[src/rtl/clns_pkg.sv]
`default_nettype none

package clns_pkg;

	// Field widths of the request and result items.
	localparam int OP_W     = 3;
	localparam int CHAR_W   = 8;
	localparam int NUM_W    = 10;
	localparam int CNT_W    = 5;
	localparam int NIB_W    = 4;

	// Default saturation limit of the shift repeat count.
	localparam int SHIFT_MAX_DEF = 31;

	// Largest number that is shown; larger values saturate to it.
	localparam logic [NUM_W-1:0] NUM_MAX = 10'd999;

	// Width of the microcode step counter.
	localparam int PC_W = 5;

	// Reciprocal constants for the digit split.
	// The value divided by 100 is (v * 41) >> 12, exact for v up to 999.
	// The value divided by 10 is (v * 205) >> 11, exact for v up to 99.
	localparam int              D100_PROD_W = 16;
	localparam logic [5:0]      D100_MUL    = 6'd41;
	localparam int              D100_SH     = 12;
	localparam int              D10_IN_W    = 7;
	localparam int              D10_PROD_W  = 15;
	localparam logic [7:0]      D10_MUL     = 8'd205;
	localparam int              D10_SH      = 11;

	// Command nibbles of the display shift instruction.
	localparam logic [NIB_W-1:0] NIB_SHL = 4'h8;
	localparam logic [NIB_W-1:0] NIB_SHR = 4'hC;

	// Request operation codes.
	typedef enum logic [OP_W-1:0] {
		OP_CHAR  = 3'd0,
		OP_NUM   = 3'd1,
		OP_INIT  = 3'd2,
		OP_CLEAR = 3'd3,
		OP_HOME  = 3'd4,
		OP_SHL   = 3'd5,
		OP_SHR   = 3'd6
	} op_t;

	// Source of the nibble driven by a step.
	typedef enum logic [2:0] {
		NS_CONST,
		NS_CHAR_HI,
		NS_CHAR_LO,
		NS_DIGIT,
		NS_SHIFT
	} nsel_t;

	// Datapath operation performed alongside a step.
	typedef enum logic [2:0] {
		DOP_NONE,
		DOP_DIV100,
		DOP_SUB100,
		DOP_DIV10,
		DOP_SUB10,
		DOP_UNITS
	} dop_t;

	// Sequencing of the step counter after a step.
	typedef enum logic [1:0] {
		FL_NEXT,
		FL_END,
		FL_LOOP
	} flow_t;

	// One control word of the program.
	typedef struct packed {
		logic              rs;
		nsel_t             nsel;
		logic [NIB_W-1:0]  konst;
		dop_t              dop;
		flow_t             flow;
		logic [PC_W-1:0]   target;
	} uword_t;

	// Control from the sequencer to the datapath for one step.
	typedef struct packed {
		logic   fire;
		logic   last;
		uword_t word;
	} step_t;

	// Program entry points.
	localparam logic [PC_W-1:0] PC_CHAR  = 5'd0;
	localparam logic [PC_W-1:0] PC_NUM   = 5'd2;
	localparam logic [PC_W-1:0] PC_INIT  = 5'd8;
	localparam logic [PC_W-1:0] PC_CLEAR = 5'd19;
	localparam logic [PC_W-1:0] PC_HOME  = 5'd21;
	localparam logic [PC_W-1:0] PC_SHIFT = 5'd23;

	function automatic uword_t uw(logic rs, nsel_t ns, logic [NIB_W-1:0] k, dop_t d,
			flow_t f, logic [PC_W-1:0] t);
		uword_t w;
		w.rs     = rs;
		w.nsel   = ns;
		w.konst  = k;
		w.dop    = d;
		w.flow   = f;
		w.target = t;
		return w;
	endfunction

	// The program: one control word per step.
	function automatic uword_t ucode(logic [PC_W-1:0] pc);
		uword_t w;
		unique case (pc)
			// Character: high nibble, then low nibble.
			5'd0:  w = uw(1'b1, NS_CHAR_HI, 4'h0, DOP_NONE,   FL_NEXT, PC_CHAR);
			5'd1:  w = uw(1'b1, NS_CHAR_LO, 4'h0, DOP_NONE,   FL_END,  PC_CHAR);
			// Number: each digit as 0x30 plus the digit, digits split on the way.
			5'd2:  w = uw(1'b1, NS_CONST,   4'h3, DOP_DIV100, FL_NEXT, PC_NUM);
			5'd3:  w = uw(1'b1, NS_DIGIT,   4'h0, DOP_SUB100, FL_NEXT, PC_NUM);
			5'd4:  w = uw(1'b1, NS_CONST,   4'h3, DOP_DIV10,  FL_NEXT, PC_NUM);
			5'd5:  w = uw(1'b1, NS_DIGIT,   4'h0, DOP_SUB10,  FL_NEXT, PC_NUM);
			5'd6:  w = uw(1'b1, NS_CONST,   4'h3, DOP_UNITS,  FL_NEXT, PC_NUM);
			5'd7:  w = uw(1'b1, NS_DIGIT,   4'h0, DOP_NONE,   FL_END,  PC_NUM);
			// Power-up sequence.
			5'd8:  w = uw(1'b0, NS_CONST,   4'h3, DOP_NONE,   FL_NEXT, PC_INIT);
			5'd9:  w = uw(1'b0, NS_CONST,   4'h2, DOP_NONE,   FL_NEXT, PC_INIT);
			5'd10: w = uw(1'b0, NS_CONST,   4'hC, DOP_NONE,   FL_NEXT, PC_INIT);
			5'd11: w = uw(1'b0, NS_CONST,   4'h2, DOP_NONE,   FL_NEXT, PC_INIT);
			5'd12: w = uw(1'b0, NS_CONST,   4'hC, DOP_NONE,   FL_NEXT, PC_INIT);
			5'd13: w = uw(1'b0, NS_CONST,   4'h0, DOP_NONE,   FL_NEXT, PC_INIT);
			5'd14: w = uw(1'b0, NS_CONST,   4'hF, DOP_NONE,   FL_NEXT, PC_INIT);
			5'd15: w = uw(1'b0, NS_CONST,   4'h0, DOP_NONE,   FL_NEXT, PC_INIT);
			5'd16: w = uw(1'b0, NS_CONST,   4'h1, DOP_NONE,   FL_NEXT, PC_INIT);
			5'd17: w = uw(1'b0, NS_CONST,   4'h0, DOP_NONE,   FL_NEXT, PC_INIT);
			5'd18: w = uw(1'b0, NS_CONST,   4'h6, DOP_NONE,   FL_END,  PC_INIT);
			// Clear, then falls through into home.
			5'd19: w = uw(1'b0, NS_CONST,   4'h0, DOP_NONE,   FL_NEXT, PC_CLEAR);
			5'd20: w = uw(1'b0, NS_CONST,   4'h1, DOP_NONE,   FL_NEXT, PC_CLEAR);
			5'd21: w = uw(1'b0, NS_CONST,   4'h0, DOP_NONE,   FL_NEXT, PC_HOME);
			5'd22: w = uw(1'b0, NS_CONST,   4'h2, DOP_NONE,   FL_END,  PC_HOME);
			// Display shift, repeated while the count lasts.
			5'd23: w = uw(1'b0, NS_CONST,   4'h1, DOP_NONE,   FL_NEXT, PC_SHIFT);
			5'd24: w = uw(1'b0, NS_SHIFT,   4'h0, DOP_NONE,   FL_LOOP, PC_SHIFT);
			default: w = uw(1'b0, NS_CONST, 4'h0, DOP_NONE,   FL_END,  PC_CHAR);
		endcase
		return w;
	endfunction

	// Entry point of each operation.
	function automatic logic [PC_W-1:0] entry_pc(op_t op);
		logic [PC_W-1:0] pc;
		unique case (op)
			OP_CHAR:         pc = PC_CHAR;
			OP_NUM:          pc = PC_NUM;
			OP_INIT:         pc = PC_INIT;
			OP_CLEAR:        pc = PC_CLEAR;
			OP_HOME:         pc = PC_HOME;
			OP_SHL, OP_SHR:  pc = PC_SHIFT;
			default:         pc = PC_CHAR;
		endcase
		return pc;
	endfunction

endpackage

`default_nettype wire

[src/rtl/clns_if.sv]
`default_nettype none

// Request channel: one operation with its operands.
interface clns_req_if;
	logic                          valid;
	logic                          ready;
	logic [clns_pkg::OP_W-1:0]     op;
	logic [clns_pkg::CHAR_W-1:0]   char_byte;
	logic [clns_pkg::NUM_W-1:0]    number;
	logic [clns_pkg::CNT_W-1:0]    shift_count;

	modport source (output valid, output op, output char_byte, output number,
		output shift_count, input ready);
	modport sink (input valid, input op, input char_byte, input number,
		input shift_count, output ready);
endinterface

// Result channel: one nibble transfer per enable strobe.
interface clns_rsp_if;
	logic                          valid;
	logic                          ready;
	logic                          reg_select;
	logic [clns_pkg::NIB_W-1:0]    nibble;
	logic                          last;

	modport source (output valid, output reg_select, output nibble, output last,
		input ready);
	modport sink (input valid, input reg_select, input nibble, input last,
		output ready);
endinterface

`default_nettype wire

[src/rtl/clns_seq.sv]
`default_nettype none

module clns_seq #(
	parameter int SHIFT_MAX = clns_pkg::SHIFT_MAX_DEF
) (
	input  wire logic                        clk,
	input  wire logic                        arst_n,
	input  wire logic                        accept,
	input  wire logic [clns_pkg::OP_W-1:0]   op,
	input  wire logic [clns_pkg::CNT_W-1:0]  shift_count,
	input  wire logic                        out_free,
	output      logic                        busy,
	output      clns_pkg::step_t             step
);
	import clns_pkg::*;

	logic             busy_q;
	logic [PC_W-1:0]  pc_q;
	logic [CNT_W-1:0] cnt_q;
	uword_t           word;
	logic [CNT_W-1:0] cnt_sat;
	logic             starts;
	logic             more;
	op_t              op_l;

	assign op_l = op_t'(op);
	assign word = ucode(pc_q);
	assign busy = busy_q;

	// Saturate the repeat count.
	assign cnt_sat = (shift_count > CNT_W'(SHIFT_MAX)) ? CNT_W'(SHIFT_MAX) : shift_count;

	// A request starts a run unless it has nothing to send.
	always_comb begin
		unique case (op_l) inside
			OP_CHAR, OP_NUM, OP_INIT, OP_CLEAR, OP_HOME: starts = 1'b1;
			OP_SHL, OP_SHR:                              starts = (cnt_sat != '0);
			default:                                     starts = 1'b0;
		endcase
	end

	// A loop step repeats while more than one pass remains.
	assign more = (word.flow == FL_LOOP) && (cnt_q > CNT_W'(1));

	assign step.fire = busy_q && out_free;
	assign step.word = word;
	assign step.last = (word.flow == FL_END) || ((word.flow == FL_LOOP) && !more);

	// Step counter and repeat counter.
	always_ff @(posedge clk or negedge arst_n) begin
		if (!arst_n) begin
			busy_q <= 1'b0;
			pc_q   <= '0;
			cnt_q  <= '0;
		end else if (accept) begin
			busy_q <= starts;
			pc_q   <= entry_pc(op_l);
			cnt_q  <= cnt_sat;
		end else if (step.fire) begin
			unique case (word.flow)
				FL_NEXT: pc_q <= pc_q + PC_W'(1);
				FL_END:  busy_q <= 1'b0;
				FL_LOOP: begin
					if (more) begin
						pc_q  <= word.target;
						cnt_q <= cnt_q - CNT_W'(1);
					end else begin
						busy_q <= 1'b0;
					end
				end
				default: busy_q <= 1'b0;
			endcase
		end
	end

endmodule

`default_nettype wire

[src/rtl/clns_dpath.sv]
`default_nettype none

module clns_dpath (
	input  wire logic                         clk,
	input  wire logic                         arst_n,
	input  wire logic                         accept,
	input  wire logic [clns_pkg::OP_W-1:0]    op,
	input  wire logic [clns_pkg::CHAR_W-1:0]  char_byte,
	input  wire logic [clns_pkg::NUM_W-1:0]   number,
	input  wire clns_pkg::step_t              step,
	input  wire logic                         out_ready,
	output      logic                         out_valid,
	output      logic                         out_rs,
	output      logic [clns_pkg::NIB_W-1:0]   out_nibble,
	output      logic                         out_last,
	output      logic                         out_free
);
	import clns_pkg::*;

	logic [CHAR_W-1:0]      char_q;
	logic [NUM_W-1:0]       val_q;
	logic [NIB_W-1:0]       digit_q;
	logic                   dir_q;
	logic                   valid_q;
	logic                   rs_q;
	logic [NIB_W-1:0]       nib_q;
	logic                   last_q;
	logic [D100_PROD_W-1:0] prod100;
	logic [D10_PROD_W-1:0]  prod10;
	logic [NIB_W-1:0]       nib_sel;

	// Reciprocal multiplies for the digit split.
	assign prod100 = D100_PROD_W'(val_q) * D100_PROD_W'(D100_MUL);
	assign prod10  = D10_PROD_W'(val_q[D10_IN_W-1:0]) * D10_PROD_W'(D10_MUL);

	// Operand registers, loaded on a request and worked by the program.
	always_ff @(posedge clk) begin
		if (accept) begin
			char_q <= char_byte;
			val_q  <= (number > NUM_MAX) ? NUM_MAX : number;
			dir_q  <= (op_t'(op) == OP_SHR);
		end else if (step.fire) begin
			unique case (step.word.dop)
				DOP_NONE:   ;
				DOP_DIV100: digit_q <= prod100[D100_SH+NIB_W-1:D100_SH];
				DOP_SUB100: val_q   <= val_q - NUM_W'(digit_q) * NUM_W'(100);
				DOP_DIV10:  digit_q <= prod10[D10_SH+NIB_W-1:D10_SH];
				DOP_SUB10:  val_q   <= val_q - NUM_W'(digit_q) * NUM_W'(10);
				DOP_UNITS:  digit_q <= val_q[NIB_W-1:0];
				default:    ;
			endcase
		end
	end

	// Nibble source for the current step.
	always_comb begin
		unique case (step.word.nsel)
			NS_CONST:   nib_sel = step.word.konst;
			NS_CHAR_HI: nib_sel = char_q[CHAR_W-1:NIB_W];
			NS_CHAR_LO: nib_sel = char_q[NIB_W-1:0];
			NS_DIGIT:   nib_sel = digit_q;
			NS_SHIFT:   nib_sel = dir_q ? NIB_SHR : NIB_SHL;
			default:    nib_sel = step.word.konst;
		endcase
	end

	// Output register: a step may load it while the held result drains.
	assign out_free = !valid_q || out_ready;

	always_ff @(posedge clk or negedge arst_n) begin
		if (!arst_n) begin
			valid_q <= 1'b0;
		end else if (step.fire) begin
			valid_q <= 1'b1;
		end else if (out_ready) begin
			valid_q <= 1'b0;
		end
	end

	always_ff @(posedge clk) begin
		if (step.fire) begin
			rs_q   <= step.word.rs;
			nib_q  <= nib_sel;
			last_q <= step.last;
		end
	end

	assign out_valid  = valid_q;
	assign out_rs     = rs_q;
	assign out_nibble = nib_q;
	assign out_last   = last_q;

endmodule

`default_nettype wire

[src/rtl/char_lcd_nibble_sequencer_unit.sv]
`default_nettype none

// Channel  Direction  Payload                                Handshake
// req      in         op, char_byte, number, shift_count     valid / ready
// rsp      out        reg_select, nibble, last               valid / ready
//
// A request of n transfers issues one transfer per cycle while rsp is taken:
// after acceptance, the step counter reads one control word from the program
// table per transfer.
// req is ready again once the last control word has issued; the final
// transfer may still sit in the output register while the next request enters.
// A stall on rsp holds the step counter. Reset leaves the block idle.
module char_lcd_nibble_sequencer_unit #(
	parameter int SHIFT_MAX = clns_pkg::SHIFT_MAX_DEF
) (
	input wire logic  clk,
	input wire logic  arst_n,
	clns_req_if.sink  req,
	clns_rsp_if.source rsp
);
	import clns_pkg::*;

	logic  busy;
	logic  accept;
	logic  out_free;
	step_t step;

	assign req.ready = !busy;
	assign accept    = req.valid && !busy;

	// Step counter and program table.
	clns_seq #(
		.SHIFT_MAX (SHIFT_MAX)
	) u_seq (
		.clk         (clk),
		.arst_n      (arst_n),
		.accept      (accept),
		.op          (req.op),
		.shift_count (req.shift_count),
		.out_free    (out_free),
		.busy        (busy),
		.step        (step)
	);

	// Operands, digit split and output register.
	clns_dpath u_dpath (
		.clk        (clk),
		.arst_n     (arst_n),
		.accept     (accept),
		.op         (req.op),
		.char_byte  (req.char_byte),
		.number     (req.number),
		.step       (step),
		.out_ready  (rsp.ready),
		.out_valid  (rsp.valid),
		.out_rs     (rsp.reg_select),
		.out_nibble (rsp.nibble),
		.out_last   (rsp.last),
		.out_free   (out_free)
	);

endmodule

`default_nettype wire
[src/flat_wrapper.sv]
// flat-port wrapper written by rule: the top's interface ports become plain ports
module char_lcd_nibble_sequencer_unit_flat import clns_pkg::*;
#(
	parameter int SHIFT_MAX = clns_pkg::SHIFT_MAX_DEF
)
  (clk, arst_n, req_valid, req_op, req_char_byte, req_number, req_shift_count, req_ready, rsp_valid, rsp_reg_select, rsp_nibble, rsp_last, rsp_ready);
  clns_req_if req_i ();
  clns_rsp_if rsp_i ();
  input wire logic clk;
  input wire logic arst_n;
  input wire logic [$bits(req_i.valid)-1:0] req_valid;
  input wire logic [$bits(req_i.op)-1:0] req_op;
  input wire logic [$bits(req_i.char_byte)-1:0] req_char_byte;
  input wire logic [$bits(req_i.number)-1:0] req_number;
  input wire logic [$bits(req_i.shift_count)-1:0] req_shift_count;
  output wire logic [$bits(req_i.ready)-1:0] req_ready;
  output wire logic [$bits(rsp_i.valid)-1:0] rsp_valid;
  output wire logic [$bits(rsp_i.reg_select)-1:0] rsp_reg_select;
  output wire logic [$bits(rsp_i.nibble)-1:0] rsp_nibble;
  output wire logic [$bits(rsp_i.last)-1:0] rsp_last;
  input wire logic [$bits(rsp_i.ready)-1:0] rsp_ready;
  assign req_i.valid = req_valid;
  assign req_i.op = req_op;
  assign req_i.char_byte = req_char_byte;
  assign req_i.number = req_number;
  assign req_i.shift_count = req_shift_count;
  assign req_ready = req_i.ready;
  assign rsp_valid = rsp_i.valid;
  assign rsp_reg_select = rsp_i.reg_select;
  assign rsp_nibble = rsp_i.nibble;
  assign rsp_last = rsp_i.last;
  assign rsp_i.ready = rsp_ready;
  char_lcd_nibble_sequencer_unit #(.SHIFT_MAX(SHIFT_MAX)) u_core (.clk(clk), .arst_n(arst_n), .req(req_i), .rsp(rsp_i));
endmodule
[config.mk]
export PLATFORM = sky130hd
export DESIGN_NAME = char_lcd_nibble_sequencer_unit_flat
export DESIGN_NICKNAME = d
export VERILOG_FILES = /design/src/rtl/clns_pkg.sv /design/src/rtl/clns_if.sv /design/src/rtl/clns_seq.sv /design/src/rtl/clns_dpath.sv /design/src/rtl/char_lcd_nibble_sequencer_unit.sv /design/src/flat_wrapper.sv
export SDC_FILE = /design/constraint.sdc
export NUM_CORES = 1
export LEC_CHECK = 0
export ABC_CLOCK_PERIOD_IN_PS = 4100
export BUFFER_PORTS_ARGS = -buffer_cell sky130_fd_sc_hd__clkbuf_2
export CORE_MARGIN = 10
export CORE_UTILIZATION = 30
export DETAILED_ROUTE_END_ITERATION = 10
export GPL_TIMING_DRIVEN = 0
export HOLD_SLACK_MARGIN = 0.06
export PLACE_DENSITY = 0.58
export SETUP_SLACK_MARGIN = 0.15
export SLEW_MARGIN = 20
export SYNTH_ARGS = -nofsm -noshare
export SYNTH_HDL_FRONTEND = slang
export SYNTH_SLANG_ARGS = --single-unit
[constraint.sdc]
create_clock -name clk -period 4.1 [get_ports clk]
set_clock_uncertainty 0.1 [all_clocks]
set_input_delay 0.82 -clock clk [delete_from_list [all_inputs] [get_ports clk]]
set_output_delay 0.82 -clock clk [all_outputs]
set_load 0.05 [all_outputs]
==> reports/results.md, run 1 <==
| Item | This run | Unit |
|---|---|---|
| Setup TNS | 0 | ps |
| Global placement routability congestion | 0.885 | - |
| Dpl hpwl | 9470 | um |
| Arrival @ worst endpoint | 3860 | ps |
| Layout Utilization | 0.362 | - |
| Required time at the worst-slack endpoint | 4020 | ps |
| Initial antenna violation count | 0 | - |
| Share of the synthesized area in the top cell type | 0.257 | - |
| Hold_buf cts | 0 | - |
| Fraction of synthesis flops using an asynchronous set or reset pin | 0.293 | - |
| Average vias per placed instance | 5.06 | - |
| DRC | 0 | - |
| Kind of start point of the critical path | register | - |
| Max cap viols | 0 | - |
| Number of standard cells after synthesis | 513 | - |
| Clock input transition at the sequential cells of the worst setup and hold paths | 60 | ps |
| Root buffer selected by CTS | sky130_fd_sc_hd__clkbuf_16 | - |
| I/O pins | 38 | - |
| Maximum clock insertion buffer count | 2 | - |
| Biggest area consumer among synthesized cells | sky130_fd_sc_hd__ha_1 | - |
| Worst Setup Path Type | reg2reg | - |
| Commonest cells in the synthesized netlist | sky130_fd_sc_hd__ha_1, sky130_fd_sc_hd__inv_1, sky130_fd_sc_hd__nor2_1 | - |
| Least-Margin Pin Slew | 890 | ps |
| Dominant cell by count in the synthesized netlist | sky130_fd_sc_hd__ha_1 | - |
| Pin count of the biggest net entering global routing | 20 | - |
| Worst skew pair latency | 280 | ps |
| Unrepaired setup endpoints after global routing | true | - |
| # setup viols final | 0 | - |
| Final Net Count | 715 | - |
| Final cycle utilization of the critical path | 0.962 | - |
| TritonCTS clock tree | built | - |
| Clock H-tree levels | 2 | - |
| Fill cell count | 1595 | - |
| Number of violations reported at the end of detailed-routing iteration 0 | 280 | - |
| FF+latch area | 0.00117 | sq mm |
| Die width | 146 | um |
| Post-synth net total | 657 | - |
| Number of global-route vias before repair | 4157 | - |
| Total wire length | 12200 | um |
| Share of synthesized area occupied by flip-flops and latches | 0.246 | - |
| Worst max-slew margin expressed relative to the limit | 0.407 | - |
| Std cell rows | 46 | - |
| Crit path time final | 3940 | ps |
| Library cells used by synthesis | 67 | - |
| Final global-route overflow total | 0 | - |
| ANT nets after route | 0 | - |
| Dominant cells by area after synthesis | sky130_fd_sc_hd__ha_1, sky130_fd_sc_hd__edfxtp_1, sky130_fd_sc_hd__fa_1 | - |
| R2r worst-path depth | 11 | - |
| Total of warnings raised by yosys | 0 | - |
| Area of the multi-input gates | 0.00346 | sq mm |
| Layout-stage area growth over the synthesis result | 19.4 | % |
| Final max-slew violation count | 0 | - |
| Number of synthesized flops with an enable pin | 29 | - |
| Placeable core area | 0.0157 | sq mm |
| Area of the mapped netlist | 0.00477 | sq mm |
| Highest net fanout along the worst path | 4 | - |
| Die Y-Extent | 146 | um |
| Share of final-layout standard cells stronger than drive strength 1 | 0.178 | - |
| Effective utilization at floorplan | 0.304 | - |
| Total count of hold-check failures in the final report | 0 | - |
| Antenna diodes | 0 | - |
| Yosys reg bits | 41 | - |
| Clock Sink Count | 41 | - |
| DR pass1 iterations | 4 | - |
| Routed wire per std cell | 15.4 | um |
| F_max | 0.254 | GHz |
| Endpoint kind of the worst setup timing path | register | - |
| CTS buffer count | 5 | - |
| Worst hold path type | in2async | - |
| Port Buf Inserts | 37 | - |
| Vias post-DR | 3991 | - |
| First-pass GRT wire length | 20600 | um |
| Flip-flop cell with the highest count after synthesis | sky130_fd_sc_hd__edfxtp_1 | - |
| Total routing resource utilization after global routing | 0.114 | - |
| Mean cell area of the mapped netlist | 9.30 | sq um |
| Total Die Area | 0.0213 | sq mm |
| Outcome | complete, no violations | - |
metrics by stage:
step	hold slack, ps	instance area, sq um	cells	setup WS [ps]
2_1_floorplan	412	4770	513	141
3_3_place_gp	392	5230	766	-277
3_5_place_dp	395	5240	767	-305
4_1_cts	334	5640	788	140
5_1_grt	340	5700	788	8.55
6_report	325	5700	788	158
final cells by class:
type	count	area share
timing repair buffer	51	0.0518
clock buffer	6	0.0226
inverter	72	0.0475
buffer	12	0.0116
sequential	41	0.206
multi-input combinational	388	0.607
tap	216	0.0475
clock inverter	2	0.00615
state kept, by name, indices dropped and copies added, names as in the netlist:
| signal | cells |
|---|---|
| u_core.u_dpath.out_valid | 1 |
| u_core.u_dpath.val_q | 10 |
| u_core.u_dpath.digit_q | 4 |
| u_core.u_seq.cnt_q | 5 |
| u_core.u_dpath.out_last | 1 |
| u_core.u_dpath.char_q | 8 |
| u_core.u_dpath.out_rs | 1 |
| u_core.u_dpath.out_nibble | 4 |
| u_core.u_dpath.dir_q | 1 |
| u_core.u_seq.busy | 1 |
| u_core.u_seq.pc_q | 5 |
worst max-delay path, stage by stage, from the launching register on:
cell and delay (ps):
sky130_fd_sc_hd__edfxtp_1 560, sky130_fd_sc_hd__ha_4 290, sky130_fd_sc_hd__ha_1 160, sky130_fd_sc_hd__or2_2 290, sky130_fd_sc_hd__fa_1 470, sky130_fd_sc_hd__ha_1 310, sky130_fd_sc_hd__ha_1 320, sky130_fd_sc_hd__nor2b_2 180
sky130_fd_sc_hd__o41ai_4 400, sky130_fd_sc_hd__nor3b_2 240, sky130_fd_sc_hd__nor3_1 60, sky130_fd_sc_hd__a221o_1 290
cell usage in the layout, fill, tap and decap left out, types with 8 or more instances in the layout:
cell	count
sky130_fd_sc_hd__a21oi_1	23
sky130_fd_sc_hd__buf_4	11
sky130_fd_sc_hd__clkbuf_2	37
sky130_fd_sc_hd__dfrtp_1	12
sky130_fd_sc_hd__edfxtp_1	29
sky130_fd_sc_hd__fa_1	16
sky130_fd_sc_hd__ha_1	89
sky130_fd_sc_hd__ha_4	9
sky130_fd_sc_hd__inv_1	66
sky130_fd_sc_hd__nand2_1	25
sky130_fd_sc_hd__nand2b_1	8
sky130_fd_sc_hd__nand3_1	10
sky130_fd_sc_hd__nor2_1	31
sky130_fd_sc_hd__nor3_1	15
sky130_fd_sc_hd__o21ai_0	25
sky130_fd_sc_hd__xnor2_1	19
sky130_fd_sc_hd__xor2_1	10
kinds of logic after synthesis:
family / share of synthesized area
compound gates: 0.164
xor+xnor: 0.0533
fa+ha+maj: 0.324
buf+inv: 0.0706
flops: 0.246
mux: 0.00446
simple gates: 0.138
metal layers:
layer	GRT usage	part of all wire	routed length, um	up-vias
met1	0.153	0.46	5640	1903
met5	0	0	0	-
met2	0.192	0.48	5770	111
met4	0.0265	0.013	163	0
met3	0.0133	0.047	575	18
li1	-	-	-	1959
repair_timing:
action / CTS / global route
cloned: 0 / 0
gates resized for setup: 19 / 11
setup buffers: 13 / 0
pin swaps: 7 / 9
setup endpoints to repair: 4 / 4
worst paths after layout:
path,endpoint,slack (ps),startpoint
min,u_core.u_dpath.out_valid,320,arst_n
max reg2reg,u_core.u_dpath.digit_q[1],160,u_core.u_dpath.val_q[2]
min reg2reg,u_core.u_dpath.out_valid,410,u_core.u_seq.busy
max in group asynchronous,u_core.u_seq.pc_q[0],3330,arst_n
min in group clk,u_core.u_dpath.out_valid,410,u_core.u_seq.busy
max,u_core.u_dpath.digit_q[1],160,u_core.u_dpath.val_q[2]
Power of run 1 is not shown: default switching activity piles up to over one toggle a cycle in this logic, so the estimate is an artifact.
==> run 2, diff against run 1 <==
--- a/config.mk
+++ b/config.mk
@@ -5,14 +5,14 @@
 export SDC_FILE = /design/constraint.sdc
 export NUM_CORES = 1
 export LEC_CHECK = 0
-export ABC_CLOCK_PERIOD_IN_PS = 4100
+export ABC_CLOCK_PERIOD_IN_PS = 4000
 export BUFFER_PORTS_ARGS = -buffer_cell sky130_fd_sc_hd__clkbuf_2
 export CORE_MARGIN = 10
 export CORE_UTILIZATION = 30
 export DETAILED_ROUTE_END_ITERATION = 10
 export GPL_TIMING_DRIVEN = 0
 export HOLD_SLACK_MARGIN = 0.06
-export PLACE_DENSITY = 0.58
+export PLACE_DENSITY = 0.57
 export SETUP_SLACK_MARGIN = 0.15
 export SLEW_MARGIN = 20
 export SYNTH_ARGS = -nofsm -noshare
==> constraint.sdc (replaced) <==
create_clock -name clk -period 4 [get_ports clk]
set_clock_uncertainty 0.1 [all_clocks]
set_input_delay 0.8 -clock clk [delete_from_list [all_inputs] [get_ports clk]]
set_output_delay 0.8 -clock clk [all_outputs]
set_load 0.05 [all_outputs]
==> reports/results.md, run 2 (synthesis results as in run 1) <==
| Item | This run | Unit | Delta |
|---|---|---|---|
| Required time at the worst-slack endpoint | 3930 | ps | -90 ps |
| Kind of start point of the critical path | register | - |  |
| Hold_buf cts | 0 | - | unchanged |
| I/O pins | 38 | - | unchanged |
| Final Instance Count excl. Fillers | 792 | - | +0.51% |
| Final Net Count | 719 | - | +0.56% |
| Global placement routability congestion | 0.888 | - | +0.38% |
| Worst Setup Path Type | reg2reg | - |  |
| Worst skew pair latency | 280 | ps | about the same |
| Final global-route overflow total | 0 | - | unchanged |
| First-pass GRT wire length | 19900 | um | -3.1% |
| Total wire length | 12200 | um | about the same |
| R2r worst-path depth | 15 | - | +4 |
| Vias post-DR | 3940 | - | -1.3% |
| ANT nets after route | 0 | - | unchanged |
| Most flops, register | u_core.u_dpath.val_q | - |  |
| Effective utilization at floorplan | 0.304 | - | unchanged |
| Std cell rows | 46 | - | unchanged |
| Die Y-Extent | 146 | um | unchanged |
| Routed wire per std cell | 15.4 | um | -0.45% |
| Highest net fanout along the worst path | 4 | - | unchanged |
| F_max | 0.256 | GHz | +0.73% |
| Least-Margin Pin Slew | 982 | ps | +91.4 ps |
| CP max stage cell | sky130_fd_sc_hd__edfxtp_1 | - |  |
| Dpl hpwl | 9280 | um | -2.0% |
| Worst setup slack after layout | 86.3 | ps | -71.5 ps |
| Max FFs per register | 10 | - | unchanged |
| Root buffer selected by CTS | sky130_fd_sc_hd__clkbuf_16 | - |  |
| Number of global-route vias before repair | 4034 | - | -3.0% |
| Number of violations reported at the end of detailed-routing iteration 0 | 218 | - | -22% |
| Share of final-layout standard cells stronger than drive strength 1 | 0.182 | - | +0.00397 |
| Final max-slew violation count | 0 | - | unchanged |
| Endpoint kind of the worst setup timing path | register | - |  |
| # setup viols final | 0 | - | unchanged |
| Fill cell count | 1591 | - | -0.25% |
| Pre-CTS setup slack | -429 | ps | -124 ps |
| Registers with the highest flip-flop counts | u_core.u_dpath.val_q (10), u_core.u_dpath.char_q (8) | - |  |
| Pin count of the biggest net entering global routing | 20 | - | unchanged |
| Clock input transition at the sequential cells of the worst setup and hold paths | 60 | ps | about the same |
| Clock Sink Count | 41 | - | unchanged |
| Final cycle utilization of the critical path | 0.978 | - | +0.0169 |
| Total count of hold-check failures in the final report | 0 | - | unchanged |
| Number of cells after detailed placement | 767 | - | unchanged |
| Reg2Reg Capture Point | u_core.u_dpath.digit_q[1] | - |  |
| Port Buf Inserts | 37 | - | unchanged |
| Most common cell after layout, fill and taps aside | sky130_fd_sc_hd__ha_1 | - |  |
| Total routing resource utilization after global routing | 0.111 | - | -0.00335 |
| Layout-stage area growth over the synthesis result | 20.4 | % |  |
| Outcome | complete, no violations | - |  |
| Critical R2R Launch | u_core.u_dpath.val_q[5] | - |  |
| Unrepaired setup endpoints after global routing | true | - |  |
| Max cap viols | 0 | - | unchanged |
| Total Die Area | 0.0213 | sq mm | unchanged |
| CTS buffer count | 5 | - | unchanged |
| Register-to-Register Setup Slack | 90 | ps | -70 ps |
| Worst max-slew margin expressed relative to the limit | 0.346 | - | -0.0610 |
| Placeable core area | 0.0157 | sq mm | unchanged |
| Crit-path cells | ha_4 -> inv_2 -> fa_1 -> inv_1 -> ha_1 -> inv_1 -> fa_1 -> inv_2 -> ha_4 -> a21oi_4 -> nor2_4 -> o41ai_4 -> nor3b_2 -> nor3_1 -> a221o_1 | - |  |
| TritonCTS clock tree | built | - |  |
| Worst hold path type | in2async | - |  |
| Top library cells by usage in the layout, fill and taps aside | sky130_fd_sc_hd__ha_1, sky130_fd_sc_hd__inv_1, sky130_fd_sc_hd__clkbuf_2, sky130_fd_sc_hd__nor2_1, sky130_fd_sc_hd__edfxtp_1 | - |  |
| DR pass1 iterations | 5 | - | +1 |
| Antenna diodes | 0 | - | unchanged |
| Clock H-tree levels | 2 | - | unchanged |
| Largest stage delay on the critical path | 510 | ps | -50 ps |
| Arrival @ worst endpoint | 3850 | ps | about the same |
| Die width | 146 | um | unchanged |
| Average vias per placed instance | 4.97 | - | -1.8% |
| DRC | 0 | - | unchanged |
| Crit path time final | 3910 | ps | -28.5 ps |
| Initial antenna violation count | 0 | - | unchanged |
| Maximum clock insertion buffer count | 2 | - | unchanged |
-- run 2: worst max path at each step --
stage                     slack (ps)               startpoint                         to
after global routing             -50  u_core.u_dpath.val_q[2]  u_core.u_dpath.digit_q[1]
after CTS                         50  u_core.u_dpath.val_q[5]  u_core.u_dpath.digit_q[1]
final                             90  u_core.u_dpath.val_q[5]  u_core.u_dpath.digit_q[1]
after detailed placement        -430  u_core.u_dpath.val_q[4]  u_core.u_dpath.digit_q[1]
after global placement          -380  u_core.u_dpath.val_q[4]  u_core.u_dpath.digit_q[1]
after floorplan                   40  u_core.u_dpath.val_q[5]  u_core.u_dpath.digit_q[1]
-- run 2: worst max-delay path, delay by kind of cell, from the launching register on --
kind / cells / cell delay [ps]
AO/OA/AOI/OAI: 3 / 770
adder cells (fa/ha/maj): 5 / 1770
buffers and inverters: 4 / 160
flip-flops: 1 / 510
AND/OR/NAND/NOR: 3 / 340
-- run 2: metal layers --
layer | vias to the layer above | track usage | share of wire
met5 | - | 0 | 0
met2 | 58 | 0.203 | 0.52
met3 | 8 | 0.0117 | 0.024
li1 | 1974 | - | -
met4 | 0 | 0.0240 | 0.0095
met1 | 1900 | 0.137 | 0.45
-- run 2: area by class of cell --
type / instances / area, sq um / share of cell area
buffer: 12 / 66.3 / 0.0115
clock inverter: 1 / 30.0 / 0.00523
tap: 216 / 270 / 0.0471
timing repair buffer: 55 / 328 / 0.0571
sequential: 41 / 1170 / 0.204
clock buffer: 7 / 143 / 0.0248
multi-input combinational: 388 / 3460 / 0.603
inverter: 72 / 270 / 0.0471
-- run 2: stage by stage --
step                setup TNS (ps)   util  hold WS (ps)  cell area, sq um
floorplan                        0      -           404              4770
global placement              -804  0.333           395              5230
detailed placement            -974  0.334           404              5250
CTS                              0  0.356           309              5600
global route                 -97.5  0.365           316              5740
finish                           0  0.365           300              5740
-- run 2: repair_timing --
action / in CTS / in global routing
resized for setup: 13 / 15
setup buffers: 13 / 4
hold endpoints to repair: 0 / 0
endpoints found under the setup margin: 4 / 4
cloned: 0 / 0
pin swaps: 5 / 11
Power of run 2 is left out for the same reason.
